[src/tss_pkg.sv]
// Shared types, constants and helpers of the truncation survivor selector.
`default_nettype none

package tss_pkg;

    localparam int DEF_MAX_POP     = 32;
    localparam int DEF_GENOME_BITS = 32;

    localparam int FIT_W  = 32;
    localparam int VAL_W  = 32;
    localparam int GEN_W  = 32;
    localparam int RANK_W = 5;
    localparam int POP_W  = 6;

    localparam logic [POP_W-1:0] POP_RESET = 6'd32;
    localparam logic [FIT_W-1:0] FIT_MIN   = 32'h8000_0000;

    typedef enum logic [2:0] {
        ST_LOAD,
        ST_REPLAY,
        ST_RD,
        ST_UPD,
        ST_SHOW
    } state_t;

    // Command broadcast to every cell of the insertion chain.
    typedef struct packed {
        logic ins;
        logic clr;
    } chain_cmd_t;

    // Signed greater-than on Q16.16 fitness patterns.
    function automatic logic fit_gt(input logic [FIT_W-1:0] a, input logic [FIT_W-1:0] b);
        return $signed(a) > $signed(b);
    endfunction

endpackage

`default_nettype wire

[src/tss_cell.sv]
// One cell of the sorted insertion chain: holds a fitness and its load index.
`default_nettype none

module tss_cell #(
    parameter int IDX_W = 7
) (
    input  wire logic                        clk,
    input  wire logic                        rst_n,
    input  wire tss_pkg::chain_cmd_t         cmd,
    input  wire logic [tss_pkg::FIT_W-1:0]   x_fit,
    input  wire logic [IDX_W-1:0]            x_idx,
    input  wire logic                        prev_gt,
    input  wire logic                        prev_valid,
    input  wire logic [tss_pkg::FIT_W-1:0]   prev_fit,
    input  wire logic [IDX_W-1:0]            prev_idx,
    output logic                             gt,
    output logic                             valid,
    output logic [tss_pkg::FIT_W-1:0]        fit,
    output logic [IDX_W-1:0]                 idx
);

    logic                      valid_reg;
    logic                      valid_next;
    logic [tss_pkg::FIT_W-1:0] fit_reg;
    logic [tss_pkg::FIT_W-1:0] fit_next;
    logic [IDX_W-1:0]          idx_reg;
    logic [IDX_W-1:0]          idx_next;

    // Strictly greater only: an equal newcomer was loaded later and sorts below.
    assign gt = cmd.ins && (!valid_reg || tss_pkg::fit_gt(x_fit, fit_reg));

    always_comb
    begin
        valid_next = valid_reg;
        fit_next   = fit_reg;
        idx_next   = idx_reg;
        if (cmd.clr)
        begin
            valid_next = 1'b0;
        end
        else if (prev_gt)
        begin
            // shift down from the neighbor above
            valid_next = prev_valid;
            fit_next   = prev_fit;
            idx_next   = prev_idx;
        end
        else if (gt)
        begin
            valid_next = 1'b1;
            fit_next   = x_fit;
            idx_next   = x_idx;
        end
    end

    always_ff @(posedge clk or negedge rst_n)
    begin
        if (!rst_n)
        begin
            valid_reg <= 1'b0;
        end
        else
        begin
            valid_reg <= valid_next;
        end
    end

    always_ff @(posedge clk)
    begin
        fit_reg <= fit_next;
        idx_reg <= idx_next;
    end

    assign valid = valid_reg;
    assign fit   = fit_reg;
    assign idx   = idx_reg;

endmodule

`default_nettype wire

[src/tss_chain.sv]
// Row of insertion cells keeping the fittest entries in descending order.
`default_nettype none

module tss_chain #(
    parameter int MAX_POP = tss_pkg::DEF_MAX_POP,
    parameter int IDX_W   = 7,
    parameter int SEL_W   = 5
) (
    input  wire logic                        clk,
    input  wire logic                        rst_n,
    input  wire tss_pkg::chain_cmd_t         cmd,
    input  wire logic [tss_pkg::FIT_W-1:0]   x_fit,
    input  wire logic [IDX_W-1:0]            x_idx,
    input  wire logic [SEL_W-1:0]            sel,
    output logic [IDX_W-1:0]                 sel_idx
);

    logic                      gt_c    [MAX_POP];
    logic                      valid_c [MAX_POP];
    logic [tss_pkg::FIT_W-1:0] fit_c   [MAX_POP];
    logic [IDX_W-1:0]          idx_c   [MAX_POP];

    genvar g;
    generate
        for (g = 0; g < MAX_POP; g++)
        begin : g_cell
            if (g == 0)
            begin : g_head
                tss_cell #(.IDX_W(IDX_W)) u_cell (
                    .clk        (clk),
                    .rst_n      (rst_n),
                    .cmd        (cmd),
                    .x_fit      (x_fit),
                    .x_idx      (x_idx),
                    .prev_gt    (1'b0),
                    .prev_valid (1'b0),
                    .prev_fit   ('0),
                    .prev_idx   ('0),
                    .gt         (gt_c[g]),
                    .valid      (valid_c[g]),
                    .fit        (fit_c[g]),
                    .idx        (idx_c[g])
                );
            end
            else
            begin : g_body
                tss_cell #(.IDX_W(IDX_W)) u_cell (
                    .clk        (clk),
                    .rst_n      (rst_n),
                    .cmd        (cmd),
                    .x_fit      (x_fit),
                    .x_idx      (x_idx),
                    .prev_gt    (gt_c[g-1]),
                    .prev_valid (valid_c[g-1]),
                    .prev_fit   (fit_c[g-1]),
                    .prev_idx   (idx_c[g-1]),
                    .gt         (gt_c[g]),
                    .valid      (valid_c[g]),
                    .fit        (fit_c[g]),
                    .idx        (idx_c[g])
                );
            end
        end
    endgenerate

    assign sel_idx = idx_c[sel];

endmodule

`default_nettype wire

[config.mk]
export PLATFORM = sky130hd
export DESIGN_NAME = tss_chain
export DESIGN_NICKNAME = d
export VERILOG_FILES = /design/src/tss_pkg.sv /design/src/tss_cell.sv /design/src/tss_chain.sv
export SDC_FILE = /design/constraint.sdc
export NUM_CORES = 2
export LEC_CHECK = 0
export BUFFER_PORTS_ARGS = -buffer_cell sky130_fd_sc_hd__buf_2
export CELL_PAD_IN_SITES_DETAIL_PLACEMENT = 0
export CELL_PAD_IN_SITES_GLOBAL_PLACEMENT = 1
export CORE_MARGIN = 10
export CORE_UTILIZATION = 35
export CTS_CLUSTER_SIZE = 40
export DETAILED_ROUTE_END_ITERATION = 10
export PLACE_DENSITY_LB_ADDON = 0.1
export SLEW_MARGIN = 20
export SYNTH_ARGS = -nofsm -noshare
export SYNTH_HDL_FRONTEND = slang
export SYNTH_SLANG_ARGS = --single-unit
[constraint.sdc]
create_clock -name clk -period 5.8 [get_ports clk]
set_input_delay 0.29 -clock clk [delete_from_list [all_inputs] [get_ports clk]]
set_output_delay 0.29 -clock clk [all_outputs]
set_load 0.02 [all_outputs]
# [After elaboration in Yosys (flattened, before gate mapping)]
# Index checks and enable logic that the tools add are counted.
[word_totals] register_bits=1280 inputBits=48 output_inout_bits=7 word_cells=544
[classes] n_lt_le_gt_ge=33 mux=222 bitwise=2 n_reduce_logical=191
[ops] operator="32-bit two-way mux" n=62
[ops] operator="32-bit greater-than comparator" n=32
[ops] operator="7-bit two-way mux" n=64
[ops] operator="1-bit two-way mux" n=95
[ops] operator="3-bit nonzero test" n=31
[ops] operator="2-bit AND reduction" n=32
[ops] operator="2-bit nonzero test" n=32
[ops] operator="7-bit binary-select mux with 5-bit select" n=1
[ops] operator="1-bit logical AND" n=32
[ops] operator="1-bit zero test" n=32
[ops] operator="1-bit logical OR" n=32
[ops] operator="6-bit greater-or-equal comparator (second input constant)" n=1
[ops] operator="5-bit inverter with 6-bit output" n=1
[ops] operator="1-bit inverter" n=1

# [Logic depth before layout (Yosys ltp)]
[logic_depth] depth_word=6 ltp_mapped=12 mapped_depth_nobuf=10

# [Modules after synthesis]
# A second synthesis with hierarchy kept.
[unflattened] cells_unflattened=6845 hier_area_um2=84164.5
[modules_own_cells] mod="tss_cell at g_cell[0].g_head.u_cell ..." instances=31 cells_each=211 area_per_inst_um2=2577.5 seq_area_each_um2=1196.1
[modules_own_cells] mod="tss_cell at g_cell[20].g_body.u_cell" instances=1 cells_each=210 area_per_inst_um2=2518.7 seq_area_each_um2=1196.1
[modules_own_cells] mod="tss_chain" instances=1 cells_each=94 area_per_inst_um2=1744.2 seq_area_each_um2=0.0

# [Worst setup path after synthesis]
# Ideal clock, no wire load.
[synth_path] path_type="input -> register" startpoint="input port x_fit[0] (netlist bit)" endpoint="register g_cell[20].g_body.u_cell.fit_reg, in the netlist g_cell[20].g_body.u_cell.fit[0], enable pin" setup_time_ns=0.490 t_arrival_ns=5.379 required_time_ns=5.310 path_slack_ns=-0.069 cell_stages=12 n_path_buf=2 cell_sequence="clkinv_1 ha_1 inv_1 a21oi_1 o21ai_0 a211o_1 o22ai_1 mux2i_1 a21o_1 clkbuf_1 clkbuf_1 o21ai_0"
[synth_between] elab_chain_len=5 elab_cells_between_ends=8 cone_classes="order compare (2); reduce/logical (6)"
[synth_lines] item="start, declared" line_no="tss_chain.sv:12" text="input wire logic [tss_pkg::FIT_W-1:0] x_fit,"
[synth_lines] item="32-bit greater-than comparator" line_no="tss_pkg.sv:34" text="return $signed(a) > $signed(b);"
[synth_lines] item="1-bit logical OR" line_no="tss_cell.sv:30" text="assign gt = cmd.ins && (!valid_reg || tss_pkg::fit_gt(x_fit, fit_reg));"
[synth_lines] item="1-bit logical AND" line_no="tss_cell.sv:30"
[synth_lines] item="2-bit nonzero test (no line) (*)"
[synth_lines] item="2-bit AND reduction (no line) (*)"
[synth_lines] item="end signal, assigned" line_no="tss_cell.sv:70" text="fit_reg <= fit_next;"
[synth_lines] item="end, declared" line_no="tss_cell.sv:24" text="logic [tss_pkg::FIT_W-1:0] fit_reg;"
# Mark *: on every way between the ends. The rest lies on a longest branch, timed or not.
# A chain may end at the register's enable or synchronous reset.

# [Worst setup path after layout]
[layout_path] startpoint="input port x_fit[29] (netlist bit)" endpoint="register g_cell[13].g_body.u_cell.idx_reg[3], enable pin"
[layout_between] elab_chain_len=5 elab_cells_between_ends=8 cone_classes="order compare (2); reduce/logical (6)"
[layout_lines] item="32-bit greater-than comparator" line_no="tss_pkg.sv:34"
[layout_lines] item="1-bit logical OR" line_no="tss_cell.sv:30"
[layout_lines] item="1-bit logical AND" line_no="tss_cell.sv:30"
[layout_lines] item="2-bit nonzero test (no line) (*)"
[layout_lines] item="2-bit AND reduction (no line) (*)"
[layout_lines] item="end signal, assigned" line_no="tss_cell.sv:71" text="idx_reg <= idx_next;"
[layout_lines] item="end, declared" line_no="tss_cell.sv:26" text="logic [IDX_W-1:0] idx_reg;"
# Marks and branches as above.

==> impl_results.md <==
- Pre-CTS WS: approximately 1200 ps
- Top post-synthesis cells by area: edfxtp_1 (46%), ha_1 (16%), mux2_2 (15%), inv_1 (4.7%), a21oi_1 (2.5%)
- Multi-input logic area: between 30000 and 40000 um2
- CTS Sinks: 1280
- Post-Syn Area per Cell: 12.0 um2
- Ys Warns: 0
- Clk slew on worst S/H paths: roughly 50 ps
- # DRC: 0
- # fillers: about 22000
- Critical path startpoint category: primary input
- Clk_lat worst skew: 810 ps
- Die width: 503 um
- Pins Over Slew Limit: 0
- Fin util: 39.9%
- Setup WS post-layout: 1460 ps
- Post-DP HPWL: 209000 um
- Final Cycle Share: 74.8%
- Num ports: between 50 and 60
- Main synth FF type: edfxtp_1
- Setup total negative slack: 0 ps
- CTS root buf: clkbuf_16
- Hold Crit Class: in2reg
- Max-slew headroom: 26.4%
- Seq/Total Area, Yosys: 46.9%
- Slowest cell on crit path: a221o_2
- Post-synth top area share: between 40% and 50%
- Crit path max-delay family: buffers and inverters
- Chip height: 503 um
- Total Power: 27.3 mW
- CTS tree: yes
- Synth area leader: edfxtp_1
- Worst-case clock skew: ~30 ps
- Fraction of layout cells with a size suffix above 1: 24.5%
- Initial antenna violation count: 17
- Pin count of the biggest net entering global routing: 42
- Cells after Synth: a little under 7000
- Pwr Density: 295 nW/um2
- Starting Density: between 30% and 40%
- Leakage power: roughly 39 nW
- Vias per std cell: roughly 5.4
- Cts repair resizes: 0
- Clock tree buffer depth: 3
- Crit path buffers/inverters: 5
- Syn nets: ~7900
- FF-to-FF End: g_cell[15].g_body.u_cell.fit[19]
- Total gr overflow: 0
- Placed insts: 9874
- Reg2reg start: g_cell[15].g_body.u_cell.fit[31]
- Fraction of registers with async set/reset: under 10%
- WL final: roughly 280000 um
- Net count, final: 8082
- CP Capture Type: flip-flop
- Final hold vios: 0
- R2r setup slk: 1660 ps
- FF-to-FF path depth: 12
- First drt pass iteration count: 6
- Tmin final: 4340 ps
- Vias: 54700
- FF/Latch Area: 38300 um2
- Avg WL per Cell: around 28 um
- PortBufs: 54
- Crit Path Class: in2reg
- Worst setup endpoint: g_cell[13].g_body.u_cell.idx[3]
- Cell variety after synth: 84
- FMAX: approximately 230 MHz
- GRT Util Overall: a little over a fifth
- Critical path depth: 14
- RSZ-0062 raised after global routing: false
- Synthesized area: a little over 80000 um2
- Vias in the first global route: 55200
- Max reg flops: roughly 1000
- Worst vdd rail ir drop: 0.000293 V
- Non-filler instance count after layout: 10200
- WP data required: between 6000 and 7000 ps
- DRT iter0 DRCs: 3923
- CP arrival: 4810 ps
- Seq cells post-synth: 1280
- Critical path, cell by cell: dlygate4sd3_1, buf_4, buf_4, ha_1, and4_1, nand4_1, nor3_1, o31ai_1, o211ai_1, xor2_1, a221o_2, buf_4, a21oi_4, buf_4
- Core ar.: 232000 um2
- Num CTS Buffers: 162
- Layout area overhead: 13.7%
- Critical path fanouts, max: 34
- Area of the die: 253000 um2
- Status: finished clean
- Number of flops mapped to enable cells by yosys: roughly 1200
- Worst-Margin Slew: between 1000 and 1500 ps
- Worst setup path start: x_fit[29]
- Critical path's largest stage delay: ~700 ps
- First-pass GRT wire length: 406000 um
- Routability cong.: 0.850
- Post-route ant nets: 0
- Max cap viols: 0
- CP dominant cell by count: buf_4
- Cell Rows: 177
- H-Tree Depth: 4
- Setup violators final: 0
[timing repair]
| action | in CTS | in global routing |
|---|---|---|
| buffers inserted | 0 | 0 |
| endpoints found under the hold margin | 51 | 0 |
| hold buffers | 15 | 0 |
[layer usage]
metal / GRT usage, % / wire (um) / vias up
met5: 0 / 0 / -
met4: 7.30 / 9590 / 0
met3: 2.59 / 10900 / 350
met2: 36.9 / 135000 / 1202
met1: 29.4 / 127000 / 27500
li1: - / - / 25600
[report_power, final]
part	total [mW]	internal, mW	switching (mW)
clock	10.2	5.91	4.27
sequential	11.9	11.3	0.617
combinational	5.22	2.17	3.06
[metrics by stage]
stage / hold WS (ps) / instance area (um2)
floorplan: -5.59 / 81600
global placement: 135 / 87300
detailed placement: 135 / 87300
CTS: 20.1 / 92700
global route: 32.0 / 92700
finish: 56.2 / 92700
[synth_stat cells, drive strengths merged (7+ instances only)]
| cell | instances |
|---|---|
| a2111oi | 11 |
| a211o | 8 |
| a211oi | 34 |
| a21boi | 7 |
| a21o | 99 |
| a21oi | 412 |
| a221o | 15 |
| a221oi | 25 |
| a31oi | 10 |
| and2 | 15 |
| and3 | 11 |
| and4 | 35 |
| buf | 75 |
| clkbuf | 211 |
| dfrtp | 32 |
| edfxtp | 1248 |
| ha | 1024 |
| inv | 1031 |
| mux2 | 1085 |
| mux2i | 32 |
| mux4 | 70 |
| nand2 | 317 |
| nand2b | 13 |
| nand3 | 86 |
| nand4 | 188 |
| nor2 | 113 |
| nor2b | 42 |
| nor3 | 40 |
| nor4 | 32 |
| o211ai | 38 |
| o21a | 28 |
| o21ai | 306 |
| o221ai | 9 |
| o31ai | 9 |
[cell usage in the layout (no fill, tap or decap), types with 38 or more instances in the layout]
| cell type | netlist | layout |
|---|---|---|
| edfxtp_1 | 1248 | 1248 |
| o21ai_0 | 305 | 302 |
| nand3_1 | 85 | 85 |
| nor2_1 | 113 | 105 |
| nor3_1 | 40 | 39 |
| a21oi_1 | 412 | 393 |
| nand2_1 | 317 | 314 |
| mux4_2 | 70 | 70 |
| a21o_1 | 99 | 97 |
| clkbuf_16 | 0 | 166 |
| mux2_2 | 1057 | 1057 |
| clkinv_1 | 1 | 42 |
| o211ai_1 | 38 | 38 |
| inv_1 | 1031 | 1030 |
| buf_4 | 2 | 244 |
| ha_1 | 1024 | 1024 |
| nor2b_1 | 42 | 42 |
| nand4_1 | 188 | 188 |
[how the worst min path moves through the flow]
stage                    from                         endpoint  slack, ps  cells after the start
finish              x_fit[11]  g_cell[0].g_head.u_cell.fit[11]         60                      1
global route        x_fit[11]  g_cell[0].g_head.u_cell.fit[11]         30                      1
floorplan               rst_n    g_cell[0].g_head.u_cell.valid         -6                      0
global placement        rst_n    g_cell[0].g_head.u_cell.valid        140                      1
detailed placement      rst_n    g_cell[0].g_head.u_cell.valid        130                      1
CTS                  x_fit[2]   g_cell[0].g_head.u_cell.fit[2]         20                      1
[cells by family after synthesis]
family	after synthesis	share of synthesized area, %
AO/OA/AOI/OAI	1080	8.01
XOR/XNOR	3	0.0322
adder cells (fa/ha/maj)	1024	15.7
buffers and inverters	1318	6.18
flip-flops	1280	46.9
multiplexers	1187	17.4
AND/OR/NAND/NOR	923	5.73
[layout make-up]
| type | count | share of cell area, % |
|---|---|---|
| Clock buffer | 200 | 4.62 |
| Clock inverter | 99 | 1.00 |
| Timing Repair Buffer | 317 | 3.08 |
| Inverter | 1032 | 4.18 |
| Multi-Input combinational cell | 4217 | 41.7 |
| Antenna cell | 4 | 0.0108 |
| Sequential cell | 1280 | 41.3 |
| Tap cell | 3043 | 4.11 |
[worst reg2reg max path, cell delays in order (launching register included)]
cell and delay, ps:
edfxtp_1 420, inv_1 70, ha_1 390, and4_1 250, nand2_1 60, or3_1 410, o41a_1 480, and3b_1 190
a31oi_2 240, and3_1 700, a21oi_4 280, buf_16 250, buf_8 160
Power figures use the tool's default switching activity.
